File: src/hw/rtl/dtt_pkg.sv
// Shared widths, codes and types for the debounced two/four-stroke trigger.
`default_nettype none
package dtt_pkg;

    localparam int LIMIT_W    = 10;
    localparam int MODE_W     = 2;
    localparam int CFG_IDX_W  = 1;
    localparam int CFG_DATA_W = 10;
    localparam int TDATA_W    = 8;

    localparam logic [LIMIT_W-1:0] LIMIT_RESET = 10'd500;
    localparam logic [LIMIT_W-1:0] LIMIT_MIN   = 10'd1;

    localparam logic [MODE_W-1:0] MODE_TWO_STROKE  = 2'd0;
    localparam logic [MODE_W-1:0] MODE_FOUR_STROKE = 2'd1;

    localparam logic [CFG_IDX_W-1:0] CFG_DEBOUNCE_LIMIT = 1'd0;
    localparam logic [CFG_IDX_W-1:0] CFG_TRIGGER_MODE   = 1'd1;

    typedef struct packed {
        logic [LIMIT_W-1:0] debounce_limit;
        logic [MODE_W-1:0]  trigger_mode;
    } cfg_t;

    typedef struct packed {
        logic level;
        logic level_next;
    } deb_status_t;

    typedef struct packed {
        logic run;
        logic run_next;
    } trk_status_t;

endpackage
`default_nettype wire

File: src/hw/rtl/dtt_debounce.sv
// Integrating debouncer: up/down count with clamp and debounced level.
`default_nettype none
module dtt_debounce (
    input  wire logic                aclk,
    input  wire logic                aresetn,
    input  wire logic                en,
    input  wire logic                pin,
    input  wire dtt_pkg::cfg_t       cfg,
    output dtt_pkg::deb_status_t     status
);

    logic [dtt_pkg::LIMIT_W-1:0] integ_reg;
    logic [dtt_pkg::LIMIT_W-1:0] integ_next;
    logic                        level_reg;
    logic                        level_next;
    logic [dtt_pkg::LIMIT_W-1:0] lim_eff;
    logic [dtt_pkg::LIMIT_W-1:0] inc;

    always_comb begin
        lim_eff = (cfg.debounce_limit == '0) ? dtt_pkg::LIMIT_MIN : cfg.debounce_limit;
        inc     = integ_reg + dtt_pkg::LIMIT_W'(1);
        integ_next = integ_reg;
        level_next = level_reg;
        if (pin) begin
            if (inc >= lim_eff) begin
                integ_next = lim_eff - dtt_pkg::LIMIT_W'(1);
                level_next = 1'b1;
            end else begin
                integ_next = inc;
            end
        end else if (integ_reg != '0) begin
            integ_next = integ_reg - dtt_pkg::LIMIT_W'(1);
        end else begin
            level_next = 1'b0;
        end
    end

    always_ff @(posedge aclk) begin
        if (!aresetn) begin
            integ_reg <= '0;
            level_reg <= 1'b0;
        end else if (en) begin
            integ_reg <= integ_next;
            level_reg <= level_next;
        end
    end

    assign status.level      = level_reg;
    assign status.level_next = level_next;

endmodule
`default_nettype wire

File: src/hw/rtl/dtt_tracker.sv
// Press/release phase tracker and two-stroke / four-stroke start latch.
`default_nettype none
module dtt_tracker (
    input  wire logic                aclk,
    input  wire logic                aresetn,
    input  wire logic                en,
    input  wire logic                level,
    input  wire dtt_pkg::cfg_t       cfg,
    output dtt_pkg::trk_status_t     status
);

    typedef enum logic [1:0] {
        PH_IDLE     = 2'd0,
        PH_PRESS1   = 2'd1,
        PH_RELEASE1 = 2'd2,
        PH_PRESS2   = 2'd3
    } phase_t;

    phase_t phase_reg, phase_next;
    phase_t event_reg, event_next;
    logic   run_reg, run_next;

    always_comb begin
        phase_next = phase_reg;
        event_next = event_reg;
        run_next   = run_reg;
        if (level) begin
            if (phase_reg == PH_IDLE) begin
                phase_next = PH_PRESS1;
                event_next = PH_PRESS1;
            end else if (phase_reg == PH_RELEASE1) begin
                phase_next = PH_PRESS2;
                event_next = PH_PRESS2;
            end
        end else begin
            if (phase_reg == PH_PRESS1) begin
                phase_next = PH_RELEASE1;
                event_next = PH_RELEASE1;
            end else if (phase_reg == PH_PRESS2) begin
                phase_next = PH_IDLE;
                event_next = PH_IDLE;
            end
        end
        if (cfg.trigger_mode == dtt_pkg::MODE_FOUR_STROKE) begin
            if (event_next == PH_RELEASE1) begin
                run_next = 1'b1;
            end else if (event_next == PH_IDLE) begin
                run_next = 1'b0;
            end
        end else begin
            if (event_next == PH_PRESS1) begin
                phase_next = PH_PRESS2;
                run_next   = 1'b1;
            end else if (event_next == PH_IDLE) begin
                run_next = 1'b0;
            end
        end
    end

    always_ff @(posedge aclk) begin
        if (!aresetn) begin
            phase_reg <= PH_IDLE;
            event_reg <= PH_IDLE;
            run_reg   <= 1'b0;
        end else if (en) begin
            phase_reg <= phase_next;
            event_reg <= event_next;
            run_reg   <= run_next;
        end
    end

    assign status.run      = run_reg;
    assign status.run_next = run_next;

endmodule
`default_nettype wire

File: src/hw/rtl/debounced_trigger_two_four_stroke.sv
// Top level: input register, debouncer, tracker and result register.
//
// Usage: each s_ transfer carries one sample tick of the raw trigger pin in
// s_tdata[0]. Every tick yields exactly one m_ transfer with the start output
// in m_tdata[0] and the debounced trigger level in m_tdata[1].
// Path: an accepted sample is held in the input register; when it advances,
// the debouncer, tracker and result register load together and m_tvalid rises.
// Throughput: one tick per cycle while m_tready stays high; the debouncer and
// tracker update their state in the same cycle that loads the result register.
// Stall: when m_tready is low the result is held and the input register
// keeps one more sample, after which s_tready drops until the result moves.
// Configuration: cfg_wr_en writes register cfg_index (0 debounce limit,
// 1 trigger mode) from cfg_wdata; write only while no tick is in flight.
// Reset (aresetn low, synchronous): both channels empty, count, level,
// phase and latch cleared, debounce limit 500, two-stroke mode.
`default_nettype none
module debounced_trigger_two_four_stroke (
    input  wire logic                             aclk,
    input  wire logic                             aresetn,
    input  wire logic                             s_tvalid,
    output logic                                  s_tready,
    input  wire logic [dtt_pkg::TDATA_W-1:0]      s_tdata,   // [0] pin_level
    output logic                                  m_tvalid,
    input  wire logic                             m_tready,
    output logic [dtt_pkg::TDATA_W-1:0]           m_tdata,   // [0] start_res, [1] pressed
    input  wire logic                             cfg_wr_en,
    input  wire logic [dtt_pkg::CFG_IDX_W-1:0]    cfg_index,
    input  wire logic [dtt_pkg::CFG_DATA_W-1:0]   cfg_wdata
);

    dtt_pkg::cfg_t        cfg_reg;
    dtt_pkg::deb_status_t deb_st;
    dtt_pkg::trk_status_t trk_st;

    logic in_valid_reg;
    logic in_pin_reg;
    logic out_valid_reg;
    logic out_start_reg;
    logic out_pressed_reg;
    logic advance;

    assign advance  = in_valid_reg && (!out_valid_reg || m_tready);
    assign s_tready = !in_valid_reg || advance;

    always_ff @(posedge aclk) begin
        if (!aresetn) begin
            cfg_reg.debounce_limit <= dtt_pkg::LIMIT_RESET;
            cfg_reg.trigger_mode   <= dtt_pkg::MODE_TWO_STROKE;
        end else if (cfg_wr_en) begin
            case (cfg_index)
                dtt_pkg::CFG_DEBOUNCE_LIMIT:
                    cfg_reg.debounce_limit <= cfg_wdata[dtt_pkg::LIMIT_W-1:0];
                dtt_pkg::CFG_TRIGGER_MODE:
                    cfg_reg.trigger_mode <= cfg_wdata[dtt_pkg::MODE_W-1:0];
                default: begin
                end
            endcase
        end
    end

    always_ff @(posedge aclk) begin
        if (!aresetn) begin
            in_valid_reg <= 1'b0;
        end else if (s_tready) begin
            in_valid_reg <= s_tvalid;
        end
    end

    always_ff @(posedge aclk) begin
        if (s_tready && s_tvalid) begin
            in_pin_reg <= s_tdata[0];
        end
    end

    dtt_debounce u_debounce (
        .aclk    (aclk),
        .aresetn (aresetn),
        .en      (advance),
        .pin     (in_pin_reg),
        .cfg     (cfg_reg),
        .status  (deb_st)
    );

    dtt_tracker u_tracker (
        .aclk    (aclk),
        .aresetn (aresetn),
        .en      (advance),
        .level   (deb_st.level_next),
        .cfg     (cfg_reg),
        .status  (trk_st)
    );

    always_ff @(posedge aclk) begin
        if (!aresetn) begin
            out_valid_reg <= 1'b0;
        end else if (advance) begin
            out_valid_reg <= 1'b1;
        end else if (m_tready) begin
            out_valid_reg <= 1'b0;
        end
    end

    always_ff @(posedge aclk) begin
        if (advance) begin
            out_start_reg   <= trk_st.run_next;
            out_pressed_reg <= deb_st.level_next;
        end
    end

    assign m_tvalid = out_valid_reg;
    assign m_tdata  = {{(dtt_pkg::TDATA_W-2){1'b0}}, out_pressed_reg, out_start_reg};

`ifndef NO_ASSERTIONS
    a_ready_when_empty: assert property (@(posedge aclk) disable iff (!aresetn)
        !in_valid_reg |-> s_tready)
        else $error("input register empty but s_tready low");

    a_pressed_tracks_state: assert property (@(posedge aclk) disable iff (!aresetn)
        out_valid_reg |-> (out_pressed_reg == deb_st.level))
        else $error("pending result level differs from debouncer state");

    a_start_tracks_latch: assert property (@(posedge aclk) disable iff (!aresetn)
        out_valid_reg |-> (out_start_reg == trk_st.run))
        else $error("pending result start differs from latch state");

    a_stall_holds_state: assert property (@(posedge aclk) disable iff (!aresetn)
        (out_valid_reg && !m_tready) |=> $stable(deb_st.level) && $stable(trk_st.run))
        else $error("state advanced while result stalled");
`endif

endmodule
`default_nettype wire

File: config.mk
export PLATFORM = sky130hd
export DESIGN_NAME = debounced_trigger_two_four_stroke
export DESIGN_NICKNAME = d
export VERILOG_FILES = /design/src/hw/rtl/dtt_pkg.sv /design/src/hw/rtl/dtt_debounce.sv /design/src/hw/rtl/dtt_tracker.sv /design/src/hw/rtl/debounced_trigger_two_four_stroke.sv
export SDC_FILE = /design/constraint.sdc
export NUM_CORES = 1
export LEC_CHECK = 0
export BUFFER_PORTS_ARGS = -buffer_cell sky130_fd_sc_hd__clkbuf_2
export CAP_MARGIN = 20
export CORE_ASPECT_RATIO = 1.5
export CORE_MARGIN = 10
export CORE_UTILIZATION = 50
export DETAILED_ROUTE_END_ITERATION = 10
export PLACE_DENSITY = 0.83
export RECOVER_POWER = 25
export SKIP_LAST_GASP = 1
export SYNTH_ARGS = -nofsm -noshare
export SYNTH_HDL_FRONTEND = slang
export SYNTH_SLANG_ARGS = --single-unit
File: constraint.sdc
create_clock -name aclk -period 6.2 [get_ports aclk]
set_clock_uncertainty 0.1 [all_clocks]
set_input_delay 0.62 -clock aclk [delete_from_list [all_inputs] [get_ports aclk]]
set_output_delay 0.62 -clock aclk [all_outputs]
set_load 0.01 [all_outputs]
# After elaboration in Yosys (flattened, before gate mapping)
# Index checks and enable logic that the tools add are counted.
totals:
  reg_bits: 33
  input_bits: 24
op_classes:
  add_sub_neg: 3
  order_cmp: 1
  eq_ne: 6
  n_mux: 25
  bitwise: 1
  reduce_logical: 15
ops:
  columns: ["op", "n"]
  rows:
  - ["2-to-1 mux 10 bit", 4]
  - ["2-to-1 mux 2 bit", 12]
  - ["subtractor 10 x 1 -> 10 bit (second input constant)", 2]
  - ["adder 10 x 1 -> 10 bit (second input constant)", 1]
  - [">= comparator 10 bit", 1]
  - ["logical NOT 10 bit", 1]
  - ["nonzero test 10 bit", 1]
  - ["2-to-1 mux 1 bit", 9]
  - ["== test 2 x 1 -> 1 bit (second input constant)", 3]
  - ["== test 2 bit (second input constant)", 3]
  - ["AND reduction 2 bit", 3]
  - ["logical NOT 2 bit", 2]
  - ["nonzero test 2 bit", 2]
  - ["logical AND 1 bit", 2]
  - ["logical NOT 1 bit", 2]
  - ["logical OR 1 bit", 2]
  - ["inverter 1 bit", 1]

# Longest topological paths before layout
# Gate-level depths: netlist of the first run.
depth:
  ltp_word: 10
  depth_mapped: 15
  ltp_nobuf: 13

# Cells and area by module
# Synthesis of the first run repeated with hierarchy kept, for this count alone.
unflattened:
  hier_cells: 321
  area_unflattened_um2: 2621.3
by_module_without_submodules:
  columns: ["module", "n_inst", "cells_per_inst", "area_each_um2", "seq_area_each_um2"]
  rows:
  - ["dtt_debounce", 1, 198, 1460.2, 220.2]
  - ["debounced_trigger_two_four_stroke", 1, 73, 760.7, 370.4]
  - ["dtt_tracker", 1, 50, 400.4, 100.1]

# Worst setup path before layout of the first run
# Ideal clock, no wire load.
synth_path:
  path_type: "register to register"
  startpoint: "register cfg_reg[8] in the netlist's numbering"
  endpoint: "register u_debounce.integ_reg[2] in the netlist's numbering"
  arrival_time_ps: 2725
  path_slack_ps: 3248
  path_stages_with_launch: 13
  path_buffers: 1
  synth_period_minus_slack_ps: 2952
  path_cell_list: "dfxtp_1 > nor4_1 > a31o_2 > ha_1 > nand2b_1 > a211oi_1 > o21ai_0 > a21oi_1 > buf_2 > mux2i_1 > o22a_1 > a2bb2oi_1 > nor2_1"
synth_via:
  elab_chain_cells: 5
  word_cells_on_any_way: 6
  cone_classes: "add/sub: 1; order compare: 1; mux: 3; reduce/logical: 1"
synth_rtl:
  columns: ["element", "line", "rtl"]
  rows:
  - ["start, declared", "debounced_trigger_two_four_stroke.sv:31", "dtt_pkg::cfg_t cfg_reg;"]
  - ["logical NOT 10 bit", "dtt_debounce.sv:20", "lim_eff = (cfg.debounce_limit == '0) ? dtt_pkg::LIMIT_MIN : cfg.debounce_limit;"]
  - ["2-to-1 mux 10 bit *", "dtt_debounce.sv:20", null]
  - ["subtractor 10 x 1 -> 10 bit / >= comparator 10 bit (equally long branches)", "dtt_debounce.sv:26, dtt_debounce.sv:25", null]
  - ["2-to-1 mux 10 bit *", "dtt_debounce.sv:25", "if (inc >= lim_eff) begin"]
  - ["2-to-1 mux 10 bit *", "dtt_debounce.sv:24", "if (pin) begin"]
  - ["end signal, assigned", "dtt_debounce.sv:43", "integ_reg <= integ_next;"]
  - ["end, declared", "dtt_debounce.sv:12", "logic [dtt_pkg::LIMIT_W-1:0] integ_reg;"]
# Every way passes the cells marked *; elsewhere a longest branch is shown, timed or not.
# A chain may end at the register's enable or synchronous reset.

# Worst setup path after layout of the first run
layout_path:
  startpoint: "register cfg_reg[8] in the netlist's numbering"
  endpoint: "register u_tracker.run_reg"
layout_via:
  elab_chain_cells: 10
  word_cells_on_any_way: 13
  cone_classes: "order compare: 1; eq/ne: 2; mux: 8; reduce/logical: 2"
layout_rtl:
  columns: ["element", "line", "rtl"]
  rows:
  - ["logical NOT 10 bit", "dtt_debounce.sv:20", null]
  - ["2-to-1 mux 10 bit *", "dtt_debounce.sv:20", null]
  - [">= comparator 10 bit *", "dtt_debounce.sv:25", null]
  - ["2-to-1 mux 1 bit *", "dtt_debounce.sv:25", null]
  - ["2-to-1 mux 1 bit *", "dtt_debounce.sv:24", null]
  - ["2-to-1 mux 2 bit *", "dtt_tracker.sv:27", "if (level) begin"]
  - ["logical NOT 2 bit", "dtt_tracker.sv:47, dtt_tracker.sv:54", null]
  - ["2-to-1 mux 1 bit", "dtt_tracker.sv:47, dtt_tracker.sv:54", null]
  - ["2-to-1 mux 1 bit (on tied branches)", "dtt_tracker.sv:51, dtt_tracker.sv:45", null]
  - ["2-to-1 mux 1 bit *", "dtt_tracker.sv:44", "if (cfg.trigger_mode == dtt_pkg::MODE_FOUR_STROKE) begin"]
  - ["end signal, assigned", "dtt_tracker.sv:68", "run_reg <= run_next;"]
  - ["end, declared", "dtt_tracker.sv:21", "logic run_reg, run_next;"]
# Marked as above.

==> impl_metrics.toml, run 1 <==
[status]
status = "completed"

[clocking]
cts_tree = "done"
holdBufCountCts = 0
cts_setup_buffers = 0
path_clk_slew_ns = 0.07
cts_buffer_depth = 2
cts_sinks = 33
clkLatencyLatePin_ns = 0.29
cts_buffers = 5
cts_resized = 0
cts_htree_levels = 2
clock_tree.root_cell = "clkbuf_8"

[drt]
first_pass_iters = 4
wirelength_um = 5420
maxUsedRoutingLayer = "met4"
route.detailed.drc = 0
dr.first_iter.drc_count = 56
wl_per_cell_um = 14.3
drt-met1-wl_um = 2250
ant_nets = 0
wl_met2_um = 2800
viasPerCell = 5.61
vias = 2131
met3WireLength_um = 161

[logic_synthesis]
yosysSeqAreaShare = 0.291
synthArstFlopShare = 0
synth_cells = 303
avgSynthCellArea_um2 = 7.84
synthDominantCellAreaShare = 0.253
synth_cell_types = 50
synth_ff_type = "dfxtp_1"
synth_seq_cells = 33
synth_area_um2 = 2370
yosysTopAreaCell = "dfxtp_1"
yosys_warnings = 0
ys_top_cells_by_area = "dfxtp_1, ha_1, nand2_1"
synth_enable_flop_cells = 3

[timing]
hold_viol_final = 0
fmax_mhz = 281
setup_violations = 0
rsz0062_at_grt = "false"
tns_ns = 0
slew_viol_final = 0
fin_crit_sh = 0.574
worst_slack_ns = 2.64
maxSlewHeadroom = 0.368
worstMarginPinSlew_ns = 0.945
fin_crit_ns = 3.56

[global_route]
grt_max_degree = 21
grt_first_pass_wirelength_um = 9200
grt_overflow = 0
grt_usage = 0.135
grt_pass1_vias = 2190
antenna_found_initial = 0

[setup_path]
slowest_delay_ns = 0.55
cp_slowest_cell = "nor4_1"
cpMostUsedCell = "o21ai_0"
crit_chain = "nor4_1 > a31o_2 > ha_1 > nand2b_1 > a211oi_1 > o21ai_0 > a31o_1 > mux2i_1 > nor2_1 > o21ai_0 > a221oi_1"
rrSetupSlack_ns = 2.64
end_kind = "flip-flop"
critPathKind = "flip-flop to flip-flop"
crit_path_start_kind = "flip-flop"
worstPathRequired_ns = 6.28
worstPathArrival_ns = 3.64
crit_path_max_fanout = 9

[floorplan]
fp.dieH_um = 104
fp.dieW_um = 76.3
pin_count = 34
core_area_um2 = 4580
row_count = 30
dieArea_um2 = 7960
start_util = 0.519

[layout]
layout.nets = 357
fill_cells = 451
largest_reg_flops = 12
multi_input_area_um2 = 1470
area_growth_pct = 7.53
drive_gt1_frac = 0.0918
regArea_um2 = 691
antennaDiodeCount = 0
final_util = 0.558

[placed_design]
gp_congestion = 0.897
dp_hpwl_um = 4060
port_buffers = 20
place_ws_ns = 2.34

[min_path]
hp-class = "flip-flop to flip-flop"

[pwr]
power_density_nw_per_um2 = 236
p_leak_uw = 0.00108
peakVddDrop_mv = 0.180

[run]
cap_violations = 0
area by class of cell:
cell class,instances,area share
sequential,33,0.270
timing repair buffer,21,0.0392
tap,64,0.0314
clock buffer,7,0.0338
multi-input combinational,229,0.577
clock inverter,1,0.0118
inverter,25,0.0367
final timing paths:
path,start,endpoint,cells past startpoint
setup / recovery,cfg_reg[8]$_SDFFE_PN1P_,u_tracker.run_reg$_SDFFE_PN0P_,11
hold / removal,u_tracker.event_reg[0]$_SDFFE_PN0P_,u_tracker.event_reg[0]$_SDFFE_PN0P_,2
setup reg to reg,cfg_reg[8]$_SDFFE_PN1P_,u_tracker.run_reg$_SDFFE_PN0P_,11
hold reg to reg,u_tracker.event_reg[0]$_SDFFE_PN0P_,u_tracker.event_reg[0]$_SDFFE_PN0P_,2
through the flow:
stage | area, um^2 | instances | hold slack, ns | power [uW]
after floorplan | 2390 | 308 | 0.337 | 367
after global placement | 2440 | 371 | 0.366 | 388
after detailed placement | 2440 | 371 | 0.370 | 393
after CTS | 2550 | 379 | 0.378 | 603
after global routing | 2550 | 380 | 0.403 | 628
final | 2550 | 380 | 0.378 | 602
Yosys cell counts, drive strengths merged, types with 9 or more instances:
library cell / count
nand2: 39
dfxtp: 30
inv: 23
nor2: 23
a21oi: 22
ha: 18
o21ai: 18
buf: 13
mux2i: 10
nand3: 10
xnor2: 10
nor3: 9
cells by family (layout without fill, tap and decap cells):
group | after synthesis | after routing | synth area share
xor+xnor | 14 | 14 | 0.0516
simple gates | 105 | 105 | 0.213
compound gates | 74 | 74 | 0.198
flops | 33 | 33 | 0.291
mux | 12 | 12 | 0.0532
fa+ha+maj | 18 | 18 | 0.0948
other cells | 1 | 6 | 0.00158
buf+inv | 46 | 54 | 0.0969
routing by layer:
metal / up-vias / track usage
li1: 1074 / -
met5: - / 0
met4: 0 / 0.0987
met1: 977 / 0.133
met2: 62 / 0.248
met3: 18 / 0.0208
power by group:
part / internal [uW] / switching [uW]
Clock: 131 / 79.4
Sequential: 230 / 20.5
Combinational: 59.4 / 81.2
cells in the final DEF (no fill, tap or decap), types with 3 or more instances in the layout:
cell type	Yosys	routed
ha_1	18	18
clkbuf_8	0	6
a21oi_1	22	22
o211ai_1	8	8
nor4_1	5	5
a211oi_1	5	5
dfxtp_1	30	30
xnor2_1	10	10
clkbuf_2	0	14
nor2b_1	3	3
nand4_1	3	3
nor2_1	23	23
nand2b_1	5	5
conb_1	1	6
nand3_1	10	10
edfxtp_1	3	3
nor3_1	7	7
nand2_1	39	39
mux2i_1	9	9
o21ai_0	18	18
clkbuf_1	8	7
xor2_1	4	4
inv_1	23	23
critical path: cells and delay by family, from the launching register on:
| family | cells | cell delay, ns |
|---|---|---|
| muxes | 1 | 0.19 |
| adders and majority gates | 1 | 0.23 |
| AOI/OAI and AO/OA | 6 | 1.57 |
| and+or+nand+nor | 3 | 1.00 |
| DFF | 1 | 0.36 |
Note: power is estimated with default switching activity, not from simulation.
==> run 2: changes to the inputs <==
==> constraint.sdc (replaced) <==
create_clock -name aclk -period 3.3 [get_ports aclk]
set_clock_uncertainty 0.1 [all_clocks]
set_input_delay 0.33 -clock aclk [delete_from_list [all_inputs] [get_ports aclk]]
set_output_delay 0.33 -clock aclk [all_outputs]
set_load 0.01 [all_outputs]
==> run 2 against run 1 <==
Worst hold slack worse by 0.27 ns. Cell count is 3.9% higher. Wire length is 3.8% higher. Setup slack worse by 2.5 ns. Flip-flop and latch count stayed put. Combinational power is 110% higher. Sequential power is 83% higher. Clock power is 44% higher. Non-clock buffer count is 15 higher. Cell area is 4.1% higher. Clock-buffer cell count is 1 lower. Global-route usage is 0.56 points higher. Largest cell class unchanged.
==> impl_metrics.toml, run 2 (synthesized netlist as in run 1, its figures left out) <==
[setup_path]
end_kind = "flip-flop"
crit_path_max_fanout = 6
slowest_delay_ns = 0.39
worstPathArrival_ns = 3.19
critPathKind = "flip-flop to flip-flop"
path_buf_inv = 0
crit_path_start_kind = "flip-flop"
cp_slowest_cell = "or3_1"
path_delay_family = "simple AND/OR/NAND/NOR gates"
crit_chain = "nand2_1 > nor2_2 > and3_1 > xnor2_1 > ha_1 > a21oi_1 > o21ai_1 > a21o_1 > a31o_2 > mux2i_2 > nor2_1 > or3_1 > nand3_1"
worstPathRequired_ns = 3.35

[global_route]
grt_usage = 0.141
antenna_found_initial = 0
grt_max_degree = 21
grt_overflow = 0
grt_pass1_vias = 2294
grt_first_pass_wirelength_um = 9590

[drt]
viasPerCell = 5.64
wirelength_um = 5620
maxUsedRoutingLayer = "met4"
drt-met1-wl_um = 2220
met3WireLength_um = 260
route.detailed.drc = 0
wl_met2_um = 2950
dr.first_iter.drc_count = 104
wl_per_cell_um = 14.2
first_pass_iters = 4
vias = 2226
ant_nets = 0

[timing]
tns_ns = 0
slew_viol_final = 0
worstMarginPinSlew_ns = 0.955
worst_slack_ns = 0.155
maxSlewHeadroom = 0.362
fin_crit_ns = 3.15
fin_crit_sh = 0.953
setup_violations = 0
hold_viol_final = 0
fmax_mhz = 318

[clocking]
cts_buffers = 5
clock_tree.root_cell = "clkbuf_8"
path_clk_slew_ns = 0.07
cts_htree_levels = 2
cts_buffer_depth = 2
cts_tree = "done"
clkLatencyLatePin_ns = 0.30
cts_sinks = 33

[floorplan]
core_area_um2 = 4580
row_count = 30
fp.dieH_um = 104
start_util = 0.519
fp.dieW_um = 76.3
dieArea_um2 = 7960
pin_count = 34

[layout]
final_util = 0.581
final_cell_mix = "nand2_1, dfxtp_1, inv_1"
antennaDiodeCount = 0
drive_gt1_frac = 0.160
layout.nets = 372
area_growth_pct = 12.0
largest_reg_flops = 12
layout_commonest_cell = "nand2_1"
final_cells = 395

[pwr]
peakVddDrop_mv = 0.360
power_density_nw_per_um2 = 400
p_leak_uw = 0.00115

[placed_design]
dp_hpwl_um = 4260
dp_cells = 386
place_ws_ns = 0.147
gp_congestion = 0.901
port_buffers = 20

[status]
status = "completed"

[min_path]
hp-class = "primary input to flip-flop"

[run]
cap_violations = 0
==> run 2: what timing repair did <==
item / 4_1_cts / 5_1_grt
setup buffers: 0 / 1
setup endpoints to repair: 0 / 5
resized for setup: 0 / 9
hold buffers: 0 / 0
==> run 2: metal layers <==
layer / GRT usage / vias up
li1: - / 1107
met1: 0.135 / 1028
met2: 0.258 / 72
met3: 0.0311 / 19
met4: 0.0973 / 0
met5: 0 / -
==> run 2: worst reg2reg max path, delay by kind of cell (launching register included) <==
family,cells,cell delay (ns)
and+or+nand+nor,6,1.11
muxes,1,0.24
adders and majority gates,1,0.29
AOI/OAI and AO/OA,4,0.73
xor gates and xnor gates,1,0.16
DFF,1,0.38
==> run 2: per-stage QoR <==
| stage | hold WS [ns] | power [uW] | instance area, um^2 |
|---|---|---|---|
| final | 0.108 | 1060 | 2660 |
| after global routing | 0.110 | 1120 | 2660 |
| after CTS | 0.113 | 1060 | 2630 |
| after detailed placement | 0.370 | 760 | 2550 |
| after global placement | 0.364 | 749 | 2550 |
| after floorplan | 0.329 | 690 | 2390 |
==> run 2: worst paths after layout <==
check	start	to	slack, ns	cells past startpoint
setup / recovery	u_debounce.integ_reg[0]$_SDFFE_PN0P_	out_start_reg$_DFFE_PP_	0.15	13
hold / removal	s_tdata[0]	in_pin_reg$_DFFE_PP_	0.11	1
setup reg to reg	u_debounce.integ_reg[0]$_SDFFE_PN0P_	out_start_reg$_DFFE_PP_	0.15	13
hold reg to reg	cfg_reg[1]$_SDFFE_PN0P_	cfg_reg[1]$_SDFFE_PN0P_	0.38	2
==> run 2: report_power, final <==
part	total [uW]	switching (uW)	internal (uW)
logic	302	171	131
registers	459	25.8	433
clock network	302	156	146
total	1060	353	710
==> run 2: layout make-up <==
class / instances / area [um^2]
Timing Repair Buffer: 36 / 215
Clock buffer: 6 / 72.6
Multi-Input combinational cell: 229 / 1490
Inverter: 25 / 93.8
Fill cell: 442 / 1920
Clock inverter: 2 / 10.0
Sequential cell: 33 / 696
Tap cell: 64 / 80.1
